[config.mk]
export PLATFORM = sky130hd
export DESIGN_NAME = dual_ring_fifo_interleaver_unit
export DESIGN_NICKNAME = d
export VERILOG_FILES = /design/src/sv/drfi_pkg.sv /design/src/sv/drfi_ram.sv /design/src/sv/drfi_datapath.sv /design/src/sv/drfi_ctrl.sv /design/src/sv/dual_ring_fifo_interleaver_unit.sv
export VERILOG_INCLUDE_DIRS = /design/src /design/src/sv
export SDC_FILE = /design/constraint.sdc
export NUM_CORES = 2
export LEC_CHECK = 0
export BUFFER_PORTS_ARGS = -buffer_cell sky130_fd_sc_hd__buf_2
export CORE_UTILIZATION = 30
export CTS_BUF_LIST = sky130_fd_sc_hd__clkbuf_2 sky130_fd_sc_hd__clkbuf_4 sky130_fd_sc_hd__clkbuf_8
export CTS_CLUSTER_SIZE = 30
export DETAILED_ROUTE_END_ITERATION = 16
export PLACE_DENSITY = 0.43
export SETUP_SLACK_MARGIN = 0.15
export SYNTH_ARGS = -nofsm -noshare
export SYNTH_HDL_FRONTEND = slang
export SYNTH_SLANG_ARGS = --single-unit
[constraint.sdc]
create_clock -name clock -period 3.6 [get_ports clock]
set_input_delay 0.72 -clock clock [delete_from_list [all_inputs] [get_ports clock]]
set_output_delay 0.72 -clock clock [all_outputs]
set_load 0.01 [all_outputs]
[src/sv/assert_macros.svh]
// assertion macros used by the top-level interleaver unit
// no dependencies; the bodies compile away when SYNTHESIS is defined
`ifndef ASSERT_MACROS_SVH
`define ASSERT_MACROS_SVH

`ifndef SYNTHESIS

// condition holds in every cycle out of reset
`define DRFI_ASSERT_ALWAYS(label, clk, rst, cond) \
   label: assert property (@(posedge clk) disable iff (rst) (cond)) \
      else $error("assertion failed: always");

// antecedent implies consequent in the same cycle
`define DRFI_ASSERT_IMPLY(label, clk, rst, ante, cons) \
   label: assert property (@(posedge clk) disable iff (rst) (ante) |-> (cons)) \
      else $error("assertion failed: same-cycle implication");

// antecedent implies consequent in the next cycle
`define DRFI_ASSERT_NEXT(label, clk, rst, ante, cons) \
   label: assert property (@(posedge clk) disable iff (rst) (ante) |=> (cons)) \
      else $error("assertion failed: next-cycle implication");

`else

`define DRFI_ASSERT_ALWAYS(label, clk, rst, cond)
`define DRFI_ASSERT_IMPLY(label, clk, rst, ante, cons)
`define DRFI_ASSERT_NEXT(label, clk, rst, ante, cons)

`endif

`endif

[src/sv/drfi_pkg.sv]
// shared types, constants and helpers of the dual ring fifo interleaver
// no dependencies
package drfi_pkg;

   localparam int DEPTH  = 32;
   localparam int DATA_W = 32;
   localparam int PTR_W  = (DEPTH > 1) ? $clog2(DEPTH) : 1;
   localparam int CNT_W  = $clog2(DEPTH + 1);

   typedef enum logic [1:0] {
      OP_INSERT     = 2'd0,
      OP_REMOVE     = 2'd1,
      OP_INTERLEAVE = 2'd2
   } op_type;

   typedef enum logic [1:0] {
      ST_OK    = 2'd0,
      ST_FULL  = 2'd1,
      ST_EMPTY = 2'd2
   } status_type;

   typedef enum logic [1:0] {
      FSM_IDLE,
      FSM_EXEC,
      FSM_WALK
   } fsm_type;

   // commands from controller to datapath
   typedef struct packed {
      logic capture;
      logic do_insert;
      logic do_remove;
      logic do_empty;
      logic walk_init;
      logic walk_step;
   } dp_cmd_type;

   // status from datapath to controller
   typedef struct packed {
      logic [1:0] op;
      logic       both_empty;
      logic       walk_last;
   } dp_status_type;

   // ring pointer increment with wrap at DEPTH
   function automatic logic [PTR_W-1:0] next_ptr(input logic [PTR_W-1:0] ptr);
      logic [PTR_W-1:0] nxt;
      if (ptr == PTR_W'(DEPTH - 1)) begin
         nxt = '0;
      end else begin
         nxt = ptr + PTR_W'(1);
      end
      return nxt;
   endfunction

endpackage

[src/sv/drfi_ram.sv]
// generic single write port ram with registered read
// no dependencies
module drfi_ram #(
   parameter int WIDTH = 32,
   parameter int WORDS = 32
) (
   input  logic                                         clock,
   input  logic                                         wr_en,
   input  logic [((WORDS > 1) ? $clog2(WORDS) : 1)-1:0] wr_addr,
   input  logic [WIDTH-1:0]                             wr_data,
   input  logic [((WORDS > 1) ? $clog2(WORDS) : 1)-1:0] rd_addr,
   output logic [WIDTH-1:0]                             rd_data
);

   logic [WIDTH-1:0] mem [WORDS];
   logic [WIDTH-1:0] rd_data_ff;

   always_ff @(posedge clock) begin
      if (wr_en) begin
         mem[wr_addr] <= wr_data;
      end
      rd_data_ff <= mem[rd_addr];
   end

   assign rd_data = rd_data_ff;

endmodule

[src/sv/drfi_datapath.sv]
// datapath: queue pointers and counts, two queue rams, walk counters, result register
// depends on drfi_pkg and drfi_ram
module drfi_datapath
   import drfi_pkg::*;
(
   input  logic                 clock,
   input  logic                 reset,
   input  dp_cmd_type           cmd,
   output dp_status_type        st,
   input  logic [1:0]           req_operation,
   input  logic                 req_queue_select,
   input  logic signed [31:0]   req_data_in,
   output logic                 rsp_valid,
   output logic signed [31:0]   rsp_data_out,
   output logic [1:0]           rsp_status,
   output logic                 rsp_last
);

   logic [1:0]        op_ff, op_in;
   logic              sel_ff, sel_in;
   logic [DATA_W-1:0] word_ff, word_in;

   logic [PTR_W-1:0]  head_ff [2];
   logic [PTR_W-1:0]  head_in [2];
   logic [PTR_W-1:0]  tail_ff [2];
   logic [PTR_W-1:0]  tail_in [2];
   logic [CNT_W-1:0]  count_ff [2];
   logic [CNT_W-1:0]  count_in [2];

   logic [PTR_W-1:0]  wptr_ff [2];
   logic [PTR_W-1:0]  wptr_in [2];
   logic [CNT_W-1:0]  wleft_ff [2];
   logic [CNT_W-1:0]  wleft_in [2];
   logic              turn_ff, turn_in;

   logic              rd_pend_ff, rd_pend_in;
   logic              rd_src_ff, rd_src_in;
   logic              rd_last_ff, rd_last_in;

   logic              rsp_valid_ff, rsp_valid_in;
   logic [DATA_W-1:0] rsp_data_ff, rsp_data_in;
   logic [1:0]        rsp_status_ff, rsp_status_in;
   logic              rsp_last_ff, rsp_last_in;

   logic              full, empty, pick, walk_last;
   logic [CNT_W:0]    wleft_sum;
   logic [PTR_W-1:0]  rd_addr;
   logic              we_a, we_b;
   logic [DATA_W-1:0] q_a, q_b;

   drfi_ram #(.WIDTH(DATA_W), .WORDS(DEPTH)) u_ram_a (
      .clock   (clock),
      .wr_en   (we_a),
      .wr_addr (tail_ff[0]),
      .wr_data (word_ff),
      .rd_addr (rd_addr),
      .rd_data (q_a)
   );

   drfi_ram #(.WIDTH(DATA_W), .WORDS(DEPTH)) u_ram_b (
      .clock   (clock),
      .wr_en   (we_b),
      .wr_addr (tail_ff[1]),
      .wr_data (word_ff),
      .rd_addr (rd_addr),
      .rd_data (q_b)
   );

   assign full      = (count_ff[sel_ff] == CNT_W'(DEPTH));
   assign empty     = (count_ff[sel_ff] == '0);
   assign wleft_sum = {1'b0, wleft_ff[0]} + {1'b0, wleft_ff[1]};
   assign walk_last = (wleft_sum == (CNT_W+1)'(1));
   // b then a while both have words, then whichever is left
   assign pick      = ((wleft_ff[0] != '0) && (wleft_ff[1] != '0)) ? turn_ff
                                                                   : (wleft_ff[1] != '0);

   assign we_a = cmd.do_insert && !full && !sel_ff;
   assign we_b = cmd.do_insert && !full && sel_ff;

   always_comb begin
      op_in         = op_ff;
      sel_in        = sel_ff;
      word_in       = word_ff;
      head_in       = head_ff;
      tail_in       = tail_ff;
      count_in      = count_ff;
      wptr_in       = wptr_ff;
      wleft_in      = wleft_ff;
      turn_in       = turn_ff;
      rd_addr       = head_ff[sel_ff];
      rd_pend_in    = 1'b0;
      rd_src_in     = rd_src_ff;
      rd_last_in    = rd_last_ff;
      rsp_valid_in  = 1'b0;
      rsp_data_in   = rsp_data_ff;
      rsp_status_in = rsp_status_ff;
      rsp_last_in   = rsp_last_ff;

      if (cmd.capture) begin
         op_in   = req_operation;
         sel_in  = req_queue_select;
         word_in = req_data_in;
      end

      // read issued last cycle, ram output now valid
      if (rd_pend_ff) begin
         rsp_valid_in  = 1'b1;
         rsp_data_in   = rd_src_ff ? q_b : q_a;
         rsp_status_in = ST_OK;
         rsp_last_in   = rd_last_ff;
      end

      if (cmd.do_insert) begin
         rsp_valid_in = 1'b1;
         rsp_data_in  = '0;
         rsp_last_in  = 1'b1;
         if (full) begin
            rsp_status_in = ST_FULL;
         end else begin
            rsp_status_in    = ST_OK;
            tail_in[sel_ff]  = next_ptr(tail_ff[sel_ff]);
            count_in[sel_ff] = count_ff[sel_ff] + CNT_W'(1);
         end
      end

      if (cmd.do_remove) begin
         if (empty) begin
            rsp_valid_in  = 1'b1;
            rsp_data_in   = '0;
            rsp_status_in = ST_EMPTY;
            rsp_last_in   = 1'b1;
         end else begin
            rd_pend_in       = 1'b1;
            rd_src_in        = sel_ff;
            rd_last_in       = 1'b1;
            head_in[sel_ff]  = next_ptr(head_ff[sel_ff]);
            count_in[sel_ff] = count_ff[sel_ff] - CNT_W'(1);
         end
      end

      if (cmd.do_empty) begin
         rsp_valid_in  = 1'b1;
         rsp_data_in   = '0;
         rsp_status_in = ST_EMPTY;
         rsp_last_in   = 1'b1;
      end

      if (cmd.walk_init) begin
         wptr_in  = head_ff;
         wleft_in = count_ff;
         turn_in  = 1'b1;
      end

      if (cmd.walk_step) begin
         rd_addr        = wptr_ff[pick];
         rd_pend_in     = 1'b1;
         rd_src_in      = pick;
         rd_last_in     = walk_last;
         wptr_in[pick]  = next_ptr(wptr_ff[pick]);
         wleft_in[pick] = wleft_ff[pick] - CNT_W'(1);
         turn_in        = ~pick;
      end
   end

   always_ff @(posedge clock) begin
      if (reset) begin
         head_ff      <= '{default: '0};
         tail_ff      <= '{default: '0};
         count_ff     <= '{default: '0};
         rd_pend_ff   <= 1'b0;
         rsp_valid_ff <= 1'b0;
      end else begin
         head_ff      <= head_in;
         tail_ff      <= tail_in;
         count_ff     <= count_in;
         rd_pend_ff   <= rd_pend_in;
         rsp_valid_ff <= rsp_valid_in;
      end
      op_ff         <= op_in;
      sel_ff        <= sel_in;
      word_ff       <= word_in;
      wptr_ff       <= wptr_in;
      wleft_ff      <= wleft_in;
      turn_ff       <= turn_in;
      rd_src_ff     <= rd_src_in;
      rd_last_ff    <= rd_last_in;
      rsp_data_ff   <= rsp_data_in;
      rsp_status_ff <= rsp_status_in;
      rsp_last_ff   <= rsp_last_in;
   end

   assign st.op         = op_ff;
   assign st.both_empty = (count_ff[0] == '0) && (count_ff[1] == '0);
   assign st.walk_last  = walk_last;

   assign rsp_valid    = rsp_valid_ff;
   assign rsp_data_out = rsp_data_ff;
   assign rsp_status   = rsp_status_ff;
   assign rsp_last     = rsp_last_ff;

endmodule

[src/sv/drfi_ctrl.sv]
// controller: sequences insert, remove and the interleave walk
// depends on drfi_pkg
module drfi_ctrl
   import drfi_pkg::*;
(
   input  logic          clock,
   input  logic          reset,
   input  logic          start,
   output logic          busy,
   input  dp_status_type st,
   output dp_cmd_type    cmd
);

   fsm_type state_ff, state_in;

   always_ff @(posedge clock) begin
      if (reset) begin
         state_ff <= FSM_IDLE;
      end else begin
         state_ff <= state_in;
      end
   end

   always_comb begin
      state_in = state_ff;
      cmd      = '0;
      busy     = 1'b1;
      case (state_ff)
         FSM_IDLE: begin
            busy = 1'b0;
            if (start) begin
               cmd.capture = 1'b1;
               state_in    = FSM_EXEC;
            end
         end
         FSM_EXEC: begin
            state_in = FSM_IDLE;
            case (st.op)
               OP_INSERT: begin
                  cmd.do_insert = 1'b1;
               end
               OP_REMOVE: begin
                  cmd.do_remove = 1'b1;
               end
               OP_INTERLEAVE: begin
                  if (st.both_empty) begin
                     cmd.do_empty = 1'b1;
                  end else begin
                     cmd.walk_init = 1'b1;
                     state_in      = FSM_WALK;
                  end
               end
               default: begin
                  // unused code: no result
                  state_in = FSM_IDLE;
               end
            endcase
         end
         FSM_WALK: begin
            cmd.walk_step = 1'b1;
            if (st.walk_last) begin
               state_in = FSM_IDLE;
            end
         end
         default: begin
            state_in = FSM_IDLE;
         end
      endcase
   end

endmodule

[src/sv/dual_ring_fifo_interleaver_unit.sv]
// results: insert, empty remove and empty interleave results are registered from the execute
// state; a remove returns its word through the ram read register and then the result register;
// an interleave strobes its words through the same two registers, one word every cycle
// throughput: the controller steps one ram read per cycle and takes a new request only in idle;
// the receiver cannot stall, a result shows for one cycle
// reset: synchronous, clears head and tail pointers, counts and control; queue rams are not cleared
`include "assert_macros.svh"

module dual_ring_fifo_interleaver_unit
   import drfi_pkg::*;
(
   input  logic               clock,
   input  logic               reset,
   // request channel
   input  logic               start,
   output logic               busy,
   input  logic [1:0]         req_operation,
   input  logic               req_queue_select,
   input  logic signed [31:0] req_data_in,
   // result channel
   output logic               rsp_valid,
   output logic signed [31:0] rsp_data_out,
   output logic [1:0]         rsp_status,
   output logic               rsp_last
);

   // command and status between the controller and the datapath
   dp_cmd_type    cmd;
   dp_status_type st;

   // datapath operations requested this cycle, for the one-hot check
   logic [4:0]    dp_ops;

   // controller: idle, execute one transaction, or walk both queues for an interleave
   drfi_ctrl u_ctrl (
      .clock (clock),
      .reset (reset),
      .start (start),
      .busy  (busy),
      .st    (st),
      .cmd   (cmd)
   );

   // datapath: the two rings, their rams, the walk pointers and the result register
   drfi_datapath u_dp (
      .clock            (clock),
      .reset            (reset),
      .cmd              (cmd),
      .st               (st),
      .req_operation    (req_operation),
      .req_queue_select (req_queue_select),
      .req_data_in      (req_data_in),
      .rsp_valid        (rsp_valid),
      .rsp_data_out     (rsp_data_out),
      .rsp_status       (rsp_status),
      .rsp_last         (rsp_last)
   );

   assign dp_ops = {cmd.do_insert, cmd.do_remove, cmd.do_empty, cmd.walk_init, cmd.walk_step};

   // at most one datapath operation per cycle
   `DRFI_ASSERT_ALWAYS(a_one_cmd, clock, reset, $onehot0(dp_ops))

   // an accepted transaction makes the block busy
   `DRFI_ASSERT_NEXT(a_accept_busy, clock, reset, start && !busy, busy)

   // an interleave stream has no gaps until its last word
   `DRFI_ASSERT_NEXT(a_stream_dense, clock, reset, rsp_valid && !rsp_last, rsp_valid)

   // full and empty statuses always close their transaction
   `DRFI_ASSERT_IMPLY(a_err_last, clock, reset, rsp_valid && (rsp_status != ST_OK), rsp_last)

endmodule
# Word-level counts from Yosys, hierarchy flattened
# Memories as Yosys holds them, arrays and structs flattened. A register that Yosys moved wholly into a read port is not among the register bits.
# Cells that the tools add are included.
# totals
regBits	131
ramBits	2048
out_inout_bits	37
in_bits	38
word_cells	170
n_memories	2
# op_classes
n_eq_ne	12
add_sub_neg	7
reduce_logical	22
magnitude_cmp	4
mux	96
bitwise_logic	5
# memory_table
name	words	width	read_ports	rd_clocked_by_memory_dff	wr	line	rtl
u_dp.u_ram_a.mem	32	32	1	1	1	drfi_ram.sv:15	logic [WIDTH-1:0] mem [WORDS];
u_dp.u_ram_b.mem	32	32	1	1	1	drfi_ram.sv:15	
# op_table
operator	count
32-bit 2-to-1 mux	5
5-bit 2-to-1 mux	20
12-bit 2-to-1 mux	6
6-bit 2-to-1 mux	8
12-bit bitwise mux	3
1-bit 2-to-1 mux	34
10-bit bitwise mux	3
10-bit 2-to-1 mux	2
6-bit zero test	3
2-bit 2-to-1 mux	9
5-bit by 1-bit adder with 5-bit output, second input constant	3
5-bit equality test, second input constant	3
6-bit demux with 1-bit select	2
6-bit nonzero test	2
6-bit by 1-bit subtractor with 6-bit output, second input constant	2
5-bit demux with 1-bit select	2
2-bit AND reduction	4
6-bit by 6-bit adder with 7-bit output	1
7-bit by 1-bit equality test with 1-bit output, second input constant	1
1-bit logical AND	7
6-bit by 1-bit adder with 6-bit output, second input constant	1
6-bit equality test, second input constant	1
2-bit case mux with 3 select lines	1
2-bit by 1-bit equality test with 1-bit output, second input constant	2
other kinds (11)	21

# Logic depth before layout (Yosys ltp)
# logic_depth
word_depth	12
depth_mapped	13

# Modules after synthesis
# From an unflattened synthesis, not the netlist that was laid out.
# hier_totals
cells_unflattened	5146
area_unflattened_um2	87292.5
# modules_own_cells
mod	cells_each	seq_area_each_um2	instances	area_per_inst_um2
drfi_ram at u_dp.u_ram_a	2260	31390.1	1	40492.6
drfi_ram at u_dp.u_ram_b	2260	31390.1	1	40485.1
drfi_datapath	612	2962.8	1	6189.7
drfi_ctrl	14	40.0	1	125.1

# Least setup slack after synthesis
# No wires, ideal clock.
# synth_timing
kind	reg2reg
start	reg u_dp.sel_ff
end	mem u_dp.u_ram_b.mem[24][0], enable pin
setup_slack_ns	-0.211
synth_period_minus_slack_ns	3.811
t_arrival_ns	3.390
t_required_ns	3.179
stages_incl_launch_ff	12
path_cell_list	edfxtp_1 -> buf_2 -> buf_4 -> mux2i_1 -> ha_1 -> nand4_1 -> o21ai_0 -> inv_1 -> nand2_1 -> or3_1 -> clkbuf_1 -> nor2_1
# synth_via
elab_chain_cells	10
# synth_lines
element	line	rtl
from (decl)	drfi_datapath.sv:20	logic sel_ff, sel_in;
from (signal assigned)	drfi_datapath.sv:180	sel_ff <= sel_in;
1-bit NOT with 2-bit output (not written as such)	drfi_datapath.sv:69	assign full = (count_ff[sel_ff] == CNT_W'(DEPTH));
6-bit 2-to-1 mux (not written as such) (3 in series)	drfi_datapath.sv:69	
6-bit equality test	drfi_datapath.sv:69	
1-bit zero test	drfi_datapath.sv:78	assign we_b = cmd.do_insert && !full && sel_ff;
1-bit logical AND	drfi_datapath.sv:78	
1-bit logical AND *	drfi_datapath.sv:78	
1-bit 2-to-1 mux *	drfi_ram.sv:19	if (wr_en) begin
1-bit 2-to-1 mux (not written as such) *	drfi_ram.sv:20	mem[wr_addr] <= wr_data;
to (decl)	drfi_ram.sv:15	
# Mark *: on every way between the ends. The rest lies on a longest branch, timed or not. The select of a mux whose other input is x is not followed.

# Worst setup path in the final report
# layout_timing
start	reg u_dp.sel_ff
end	reg u_dp.u_ram_a.rd_data_ff[27], in the netlist u_dp.u_ram_a.rd_data[27], read port of u_dp.u_ram_a.mem
# layout_via
elab_chain_cells	5
# layout_lines
element	line	rtl
1-bit NOT with 2-bit output (not written as such)	drfi_datapath.sv:90	rd_addr = head_ff[sel_ff];
5-bit 2-to-1 mux (not written as such) (3 in series)	drfi_datapath.sv:90	
5-bit 2-to-1 mux	drfi_datapath.sv:154	if (cmd.walk_step) begin
to (decl)	drfi_ram.sv:16	logic [WIDTH-1:0] rd_data_ff;
# Every way passes these cells. The select of a mux whose other input is x is not followed.
# A chain may end at the register's enable or synchronous reset.

==> results.sh <==
export IMPL_synth_fp_nets=5961
export IMPL_cts_buffer_depth=4
export IMPL_cp_max_fo=36
export IMPL_fin_util=0.3651
export IMPL_die_h_um=539.2
export IMPL_cts_made_buffers=393
export IMPL_grtUsageTotal=0.1945
export IMPL_start_kind="flop"
export IMPL_dieArea_mm2=0.2907
export IMPL_start_util=0.3025
export IMPL_n_fill_cell=27080
export IMPL_powerDensity_mw_per_mm2=515.8
export IMPL_crit_type="reg2reg"
export IMPL_fp_coreArea_mm2=0.2862
export IMPL_dpl_hpwl_mm=164.0
export IMPL_maxSlewViolCount=0
export IMPL_first_global_vias=53290
export IMPL_multi_input_area_mm2=0.01968
export IMPL_min_period_ns=3.365
export IMPL_cp_cell_sequence="buf_4 -> mux2i_1 -> buf_4 -> a32oi_2 -> buf_6 -> and2_4 -> buf_12 -> buf_12 -> buf_12 -> nand2_1 -> a21oi_1 -> nor4_1 -> buf_4 -> nor4_1"
export IMPL_syn_to_final_growth_pct=20.69
export IMPL_fin_tns_setup_ns=0
export IMPL_yosysTopAreaCell="edfxtp_1"
export IMPL_cts_tree="built"
export IMPL_hold_violations=0
export IMPL_status="complete, no violations"
export IMPL_htree_levels=5
export IMPL_p_leak_uw=0.03768
export IMPL_io_buffers=74
export IMPL_drive_gt1_frac=0.1951
export IMPL_min_path_type="in2reg"
export IMPL_arrival_ns=4.19
export IMPL_overflow=0
export IMPL_required_ns=4.43
export IMPL_synthCells=5907
export IMPL_avgSynthCellArea_um2=14.66
export IMPL_synthTopCellsByArea="edfxtp_1 (72%), mux2i_1 (6.0%), nand2_1 (5.1%)"
export IMPL_cts_sinks=2243
export IMPL_critPathMaxStageDelay_ns=0.47
export IMPL_drt_wl_total_mm=289.3
export IMPL_power_uw=53900
export IMPL_ys_warn_count=0
export IMPL_maxCapViolCount=0
export IMPL_cts_root_buf="clkbuf_8"
export IMPL_worstSetupEndpointType="flop"
export IMPL_die_w_um=539.2
export IMPL_grt_pass1_wl_mm=407.1
export IMPL_synth_cell_types=70
export IMPL_ant_nets=0
export IMPL_drt_iter0_markers=4507
export IMPL_ys_dominant_reg_cell="edfxtp_1"
export IMPL_async_flop_share=0
export IMPL_max_freq_ghz=0.2972
export IMPL_finalCritPeriodShare=0.9347
export IMPL_maxSlewHeadroom=0.1727
export IMPL_routedWlPerCell_um=27.22
export IMPL_yosysMostFrequentCell="edfxtp_1"
export IMPL_final_area_mm2=0.1045
export IMPL_seq_area_mm2=0.06579
export IMPL_synth_common_cells="edfxtp_1 (2086), nand2_1 (1167), a21oi_1 (519), mux2i_1 (516), nor4_1 (248)"
export IMPL_setup_slack_ns=0.2353
export IMPL_first_pass_iters=6
export IMPL_gp_congestion=0.8275
export IMPL_vias_per_cell=5.040
export IMPL_path_clk_slew_ns=0.06
export IMPL_antenna_found_initial=12
export IMPL_slowest_stage="edfxtp_1"
export IMPL_setup_viol=0
export IMPL_rsz0062_at_grt="yes"
export IMPL_vdd_drop_max_mv=0.2983
export IMPL_yosys_area_top_type_share=0.7235
export IMPL_remaining_drc_errors=0
export IMPL_crit_family="buffers and inverters"
export IMPL_placed_area_mm2=0.09567
export IMPL_rows=196
export IMPL_synth_cell_area_mm2=0.08658
export IMPL_final_net_count=6589
export IMPL_vias=53570
export IMPL_pin_count=75
export IMPL_synth_edf_count=2086
export IMPL_ys_seq_area_frac=0.7598
export IMPL_clock_skew_ns=0.08964
export IMPL_worst_slew_pin_slew_ns=1.241
export IMPL_grt_max_degree=70
export IMPL_place_ws_ns=-0.2388
export IMPL_clk_latency_ns=1.01
export IMPL_synth_seq_cells=2243
export IMPL_critPathBufInv=7
==> metrics by stage <==
step           std cells  hold slack (ns)
2_1_floorplan       5907           0.4326
3_3_place_gp        9831           0.4499
3_5_place_dp        9831           0.4622
4_1_cts            10590           0.2242
5_1_grt            10620           0.3064
6_report           10630           0.3104
==> kinds of logic (layout without fill, tap and decap cells) <==
group / after synthesis / after routing / share of synthesized area
mux: 534 / 534 / 0.06200
simple gates: 1756 / 1757 / 0.08805
buf+inv: 375 / 1324 / 0.02168
xor+xnor: 17 / 17 / 0.001720
fa+ha+maj: 16 / 16 / 0.002399
compound gates: 966 / 966 / 0.06435
other cells: 0 / 9 / 0
flops: 2243 / 2243 / 0.7598
==> metal layers <==
layer	track usage	up-vias	routed length, um
met2	0.3273	1532	140100
met3	0.02500	380	13930
met5	0	-	0
met4	0.04583	0	5824
li1	-	23770	-
met1	0.2657	27890	129500
==> placed cells by master (no fill, tap or decap), drive strengths merged, types with 8 or more instances in the layout <==
master	synthesis	routed
a211oi	60	60
o21ai	94	94
mux2	18	18
inv	15	22
o22ai	187	187
a21oi	519	519
nand3	84	84
nand4	20	20
clkbuf	138	569
a31oi	27	27
dlygate4sd3	0	36
nor2	151	151
mux2i	516	516
ha	15	15
dfxtp	157	157
diode	0	9
buf	222	556
a32oi	19	19
nor4	251	251
clkinvlp	0	10
and3	14	14
xnor2	9	9
a22oi	11	11
edfxtp	2086	2086
or3	9	9
clkinv	0	120
a311oi	10	10
nor3	21	21
xor2	8	8
bufinv	0	11
nand2	1168	1169
==> cell type report <==
| class | instances | share of cell area |
|---|---|---|
| tap | 3762 | 0.04505 |
| clock buffer | 569 | 0.06650 |
| multi-input combinational | 3290 | 0.1883 |
| inverter | 15 | 0.0005388 |
| timing repair buffer | 592 | 0.06027 |
| antenna | 9 | 0.0002155 |
| sequential | 2243 | 0.6296 |
| clock inverter | 148 | 0.009531 |
==> report_power, final <==
part / total, uW / internal [uW] / switching, uW
clock network: 23800 / 13200 / 10700
registers: 28800 / 28700 / 146
logic: 1250 / 362 / 886
total: 53900 / 42200 / 11700
==> sequential cells by signal (all words and copies together) (netlist names), 2 cells and up <==
signal and flops:
u_dp.u_ram_b.rd_data 32, u_dp.op_ff 2, u_ctrl.state_ff 2, u_dp.u_ram_a.rd_data 32
u_dp.u_ram_b.mem 1024, u_dp.rsp_data_out 32, u_dp.wleft_ff 12, u_dp.wptr_ff 10
u_dp.count_ff 12, u_dp.head_ff 10, u_dp.rsp_status 2, u_dp.tail_ff 10
u_dp.word_ff 32, u_dp.u_ram_a.mem 1024
==> path summary, 6_finish.rpt <==
check,from,to,slack [ns],depth (start not counted)
min,reset,u_dp.rd_pend_ff,0.31,2
max,u_dp.sel_ff,u_dp.u_ram_a.rd_data[27],0.24,14
min reg2reg,u_dp.rd_last_ff,u_dp.rsp_last,0.47,1
max reg2reg,u_dp.sel_ff,u_dp.u_ram_a.rd_data[27],0.24,14
==> timing repair <==
action	4_1_cts	5_1_grt
endpoints found under the hold margin	36	0
gates cloned	1	0
endpoints found under the setup margin	66	90
hold buffers	36	0
setup buffers	6	28
gates resized for setup	19	20
pin swaps	4	9
No activity file was read; power rests on OpenSTA's default activity.
